### src/hw/rtl/tmtl_pkg.sv
// shared types and constants for the tolerance match table lookup
`default_nettype none

package tmtl_pkg;

	localparam int unsigned TABLE_ENTRIES = 2048;
	localparam int unsigned ADDR_W        = $clog2(TABLE_ENTRIES);
	localparam int unsigned CNT_W         = $clog2(TABLE_ENTRIES + 1);
	localparam int unsigned DATA_W        = 32;
	localparam int unsigned TOL_W         = 20;
	localparam int unsigned IDX_W         = 11;
	localparam int unsigned DIFF_W        = DATA_W + 1;

	localparam logic [TOL_W-1:0] TOL_RESET = TOL_W'(52);

	localparam logic REQ_LOAD  = 1'b0;
	localparam logic REQ_QUERY = 1'b1;

	typedef logic signed [DATA_W-1:0] coord_t;
	typedef logic signed [DIFF_W-1:0] diff_t;

	typedef struct packed {
		logic             req_type;
		logic [IDX_W-1:0] entry_index;
		coord_t           pos_x;
		coord_t           pos_y;
		coord_t           pos_z;
		coord_t           tex_u;
		coord_t           tex_v;
	} req_t;

	typedef struct packed {
		logic             found;
		logic [IDX_W-1:0] match_index;
		coord_t           out_u;
		coord_t           out_v;
	} rsp_t;

	typedef struct packed {
		logic   valid;
		coord_t x;
		coord_t y;
		coord_t z;
		coord_t u;
		coord_t v;
	} entry_t;

	// status of the compare unit toward the sequencer
	typedef struct packed {
		logic              busy;
		logic              hit;
		logic [ADDR_W-1:0] idx;
		coord_t            u;
		coord_t            v;
	} mres_t;

endpackage

`default_nettype wire

### src/hw/rtl/tmtl_match.sv
// shared compare unit: one table entry per cycle against the query position
`default_nettype none

module tmtl_match (
	input  wire logic                          clk,
	input  wire logic                          arst_n,
	input  wire logic                          in_vld,
	input  wire logic [tmtl_pkg::ADDR_W-1:0]   in_idx,
	input  wire tmtl_pkg::entry_t              entry,
	input  wire tmtl_pkg::coord_t              qx,
	input  wire tmtl_pkg::coord_t              qy,
	input  wire tmtl_pkg::coord_t              qz,
	input  wire logic [tmtl_pkg::TOL_W-1:0]    tol,
	output tmtl_pkg::mres_t                    res
);
	import tmtl_pkg::*;

	logic              vld_s2;
	logic [ADDR_W-1:0] idx_s2;
	diff_t             dx_s2, dy_s2, dz_s2;
	coord_t            u_s2, v_s2;
	diff_t             tol_pos, tol_neg;
	logic              close_x, close_y, close_z;

	always_ff @(posedge clk or negedge arst_n) begin
		if (!arst_n) begin
			vld_s2 <= 1'b0;
		end else begin
			vld_s2 <= in_vld && entry.valid;
		end
	end

	// exact 33-bit differences, registered ahead of the compare
	always_ff @(posedge clk) begin
		dx_s2  <= DIFF_W'(qx) - DIFF_W'(entry.x);
		dy_s2  <= DIFF_W'(qy) - DIFF_W'(entry.y);
		dz_s2  <= DIFF_W'(qz) - DIFF_W'(entry.z);
		u_s2   <= entry.u;
		v_s2   <= entry.v;
		idx_s2 <= in_idx;
	end

	// |d| < t written as -t < d < t
	assign tol_pos = diff_t'({{(DIFF_W-TOL_W){1'b0}}, tol});
	assign tol_neg = -tol_pos;
	assign close_x = (dx_s2 < tol_pos) && (dx_s2 > tol_neg);
	assign close_y = (dy_s2 < tol_pos) && (dy_s2 > tol_neg);
	assign close_z = (dz_s2 < tol_pos) && (dz_s2 > tol_neg);

	assign res.busy = vld_s2;
	assign res.hit  = vld_s2 && close_x && close_y && close_z;
	assign res.idx  = idx_s2;
	assign res.u    = u_s2;
	assign res.v    = v_s2;

endmodule

`default_nettype wire

### config.mk
export PLATFORM = sky130hd
export DESIGN_NAME = tmtl_match
export DESIGN_NICKNAME = d
export VERILOG_FILES = /design/src/hw/rtl/tmtl_pkg.sv /design/src/hw/rtl/tmtl_match.sv
export SDC_FILE = /design/constraint.sdc
export NUM_CORES = 1
export LEC_CHECK = 0
export BUFFER_PORTS_ARGS = -buffer_cell sky130_fd_sc_hd__buf_2
export CAP_MARGIN = 20
export CORE_ASPECT_RATIO = 0.7
export CORE_MARGIN = 4
export CORE_UTILIZATION = 53
export DETAILED_ROUTE_END_ITERATION = 10
export PLACE_DENSITY = 0.86
export SLEW_MARGIN = 40
export SYNTH_ARGS = -nofsm -noshare
export SYNTH_HDL_FRONTEND = slang
export SYNTH_SLANG_ARGS = --single-unit
### constraint.sdc
create_clock -name clk -period 4.1 [get_ports clk]
set_input_delay 0.205 -clock clk [delete_from_list [all_inputs] [get_ports clk]]
set_output_delay 0.205 -clock clk [all_outputs]
set_load 0.02 [all_outputs]
==> impl_metrics.csv <==
group,metric,value,unit
placement,dpl.hpwl,31600,µm
grt,grt_max_degree,17,
layout,syn2layout_area_growth,31.1,%
logic_synthesis,ys_seq_area_frac,0.277,
placement,dpl.cell_count,2145,
pwr,ir_worst_vdd,0.000294,V
cts,cts_tree,"done",
floorplan,dieArea,26500,µm²
sta,worst-slew-pin-transition,0.629,ns
route,first_pass_iters,5,
logic_synthesis,async_flop_share,0.00571,
layout,nNetsFinal,2468,
critical_path,critPathKind,"in -> out",
logic_synthesis,synth_cells,1448,
sta,setup_slack,-0.0773,ns
job,drv_cap,0,
grt,grt_pass1_vias,12000,
sta,rsz0062_at_grt,"true",
pwr,swShare,0.333,
sta,fmax,239,MHz
pwr,intPower,3.84,mW
layout,drive_gt1_frac,0.237,
layout,fin_cells,2258,
pwr,p_per_area,347,nW/µm²
floorplan,ios,368,
logic_synthesis,synth_cell_types,75,
pwr,power_frac_seq,0.382,
logic_synthesis,ys_warn_count,0,
logic_synthesis,ys.flop_type,"dfxtp_1",
logic_synthesis,syn_nets,1989,
floorplan,fp.dieW,193,µm
grt,overflow,0,
sta,setup_viol,1,
cts,numClockSinks,175,
layout,diodes,0,
grt,grt_pass1_wl,58800,µm
floorplan,coreArea,23600,µm²
route,wl,39100,µm
route,drc,0,
placement,port_buffers,367,
pwr,comb_power_share,0.334,
sta,whs,0.0484,ns
logic_synthesis,synth_edf_count,0,
critical_path,cp-end-kind,"primary output",
floorplan,die_h,137,µm
run_status,status,"finished, violations left",
cts,htree_levels,4,
critical_path,arrival,3.97,ns
route,wl_per_cell,17.3,µm
floorplan,initial_core_util,0.537,
route,viasPerCell,5.53,
grt,grt_usage,0.279,
sta,period_minus_slack,4.18,ns
floorplan,rows,47,
route,num_vias,12500,
cts,cts_buffers,17,
route,drt_iter0_markers,853,
sta,slew_headroom,0.570,
pwr,power_frac_clock,0.284,
critical_path,worstPathRequired,3.89,ns
logic_synthesis,mappedNetlistArea,12700,µm²
cts,clockRootBuffer,"clkbuf_16",
critical_path,critPathLaunchType,"input port",
min_path,hold_path.class,"in -> reg",
cts,clock_path_buffers,2,
pwr,leakage,8.52,nW
sta,slew_viol_final,0,
sta,setup_tns,-0.0773,ns
logic_synthesis,post_synth.cell_area_avg,8.75,µm²
pwr,p_switching,1.92,mW
run_status,violations,"negative setup slack",
critical_path,worstPathMaxFanout,3,
route,drt.antenna.violating_nets,0,
logic_synthesis,ys_ff_latch,175,
sta,hold_violations,0,
grt,antenna_found_initial,1,
sta,finalCritPeriodShare,1.02,
pwr,p_total,5.76,mW
cts,clk_pin_slew,0.07,ns
placement,place.gp.congestion,0.929,
==> cell usage in the layout (no fill, tap or decap), types with 9 or more instances in the layout <==
master and instances:
and2_1 13, clkbuf_16 17, xnor2_1 68, a21oi_1 122, a211oi_1 14, and4_1 10
buf_2 364, o21ai_0 60, nand2b_1 18, o211ai_1 14, o21bai_1 13, nand4_1 20
ha_1 244, inv_1 162, nand3_1 37, a2111oi_0 9, o21a_1 30, dlygate4sd3_1 78
nand2_1 65, and3_1 11, a31oi_1 9, dfxtp_1 174, nor3_1 28, nor2b_1 25
buf_4 25, nor4_1 23, a21o_1 54, xor2_1 20, nor2_1 75
==> state kept, by name (all words and copies together), names as in the netlist <==
name and count:
dy_s2 33, idx_s2 11, u_s2 32, v_s2 32, vld_s2 1, dz_s2 33, dx_s2 33
==> synth_stat cells (4+ instances only) <==
master	number	area, µm²
nand2b_1	18	113
a211oi_1	14	105
a31oi_1	9	56.3
and3_1	15	93.8
xnor2_1	71	622
o311ai_0	4	35.0
o22ai_1	7	43.8
a221o_1	4	40.0
o21bai_1	14	105
o31ai_1	4	30.0
nor4_1	24	150
a21boi_0	4	30.0
xor2_1	20	175
dfxtp_1	174	3480
o21ai_0	62	310
o21a_1	30	225
inv_1	162	608
a21o_1	54	405
nor3b_1	4	30.0
nor2_1	75	282
o211ai_1	14	105
o31a_1	6	52.6
nor3_1	29	145
clkbuf_1	9	33.8
or4_1	5	37.5
ha_1	247	3090
and2_1	13	81.3
a2111oi_0	10	87.6
nand2_1	65	244
nand4_1	20	125
nor2b_1	25	156
or3_1	5	31.3
a31o_2	5	43.8
a21oi_1	122	611
and4_1	10	87.6
nand3_1	38	190
==> cells by family after synthesis <==
kind of cell | synth area share
DFF | 0.277
xor gates and xnor gates | 0.0642
adders and majority gates | 0.250
AOI/OAI and AO/OA | 0.201
buffers and inverters | 0.0521
and+or+nand+nor | 0.156
==> worst paths after layout <==
path	startpoint	cells after the start	end
setup / recovery	tol[2]	16	res[75]
hold / removal	entry[128]	3	dx_s2[0]
min in group asynchronous	arst_n	2	vld_s2
max in group asynchronous	arst_n	2	vld_s2
==> power by group through the flow <==
stage          logic (mW)  clock network, mW  registers, mW
3_3_place_gp         1.71                  0           2.21
6_report             1.92               1.64           2.20
4_1_cts              1.86               1.65           2.18
5_1_grt              2.15               1.72           2.21
3_5_place_dp         1.77                  0           2.21
2_1_floorplan        1.20                  0           2.15
==> metrics by stage <==
stage	util	cell area, µm²	worst slack (ns)
3_3_place_gp	0.637	15000	0.0204
5_1_grt	0.704	16600	-0.254
4_1_cts	0.696	16400	0.0210
2_1_floorplan	-	12700	0.357
6_report	0.704	16600	-0.0773
3_5_place_dp	0.637	15000	-0.126
==> area by class of cell <==
type | instances | area (µm²)
Multi-Input combinational cell | 1100 | 8670
Fill cell | 1910 | 6970
Sequential cell | 175 | 3510
Timing Repair Buffer | 471 | 2840
Inverter | 162 | 608
Clock buffer | 23 | 458
Tap cell | 318 | 398
Clock inverter | 9 | 134
==> routing by layer <==
layer | share of wire | wire, µm | track usage | up-vias
li1 | - | - | - | 6229
met1 | 0.47 | 18300 | 0.399 | 5670
met2 | 0.43 | 16900 | 0.426 | 529
met3 | 0.084 | 3270 | 0.0626 | 54
met4 | 0.018 | 699 | 0.0701 | 2
met5 | 0.00031 | 12 | 0 | -
==> critical path, cell delays in order <==
cell and delay (ns):
buf_6 0.09, or4_4 0.55, nand3b_4 0.19, nor4_4 0.29, nand4_1 0.20, nor3_4 0.28, and3_4 0.25, xnor2_4 0.17
ha_4 0.26, a31oi_1 0.23, a41oi_2 0.15, maj3_2 0.33, a221o_1 0.32, o2111a_1 0.15, and3_4 0.18, buf_6 0.13
==> what timing repair did <==
item | 4_1_cts | 5_1_grt
endpoints found under the hold margin | 77 | 0
resized for setup | 3 | 30
buffers inserted | 0 | 3
endpoints found under the setup margin | 1 | 1
hold buffers | 78 | 0
pin swaps | 1 | 27
Note: power is estimated with default switching activity, not from simulation.
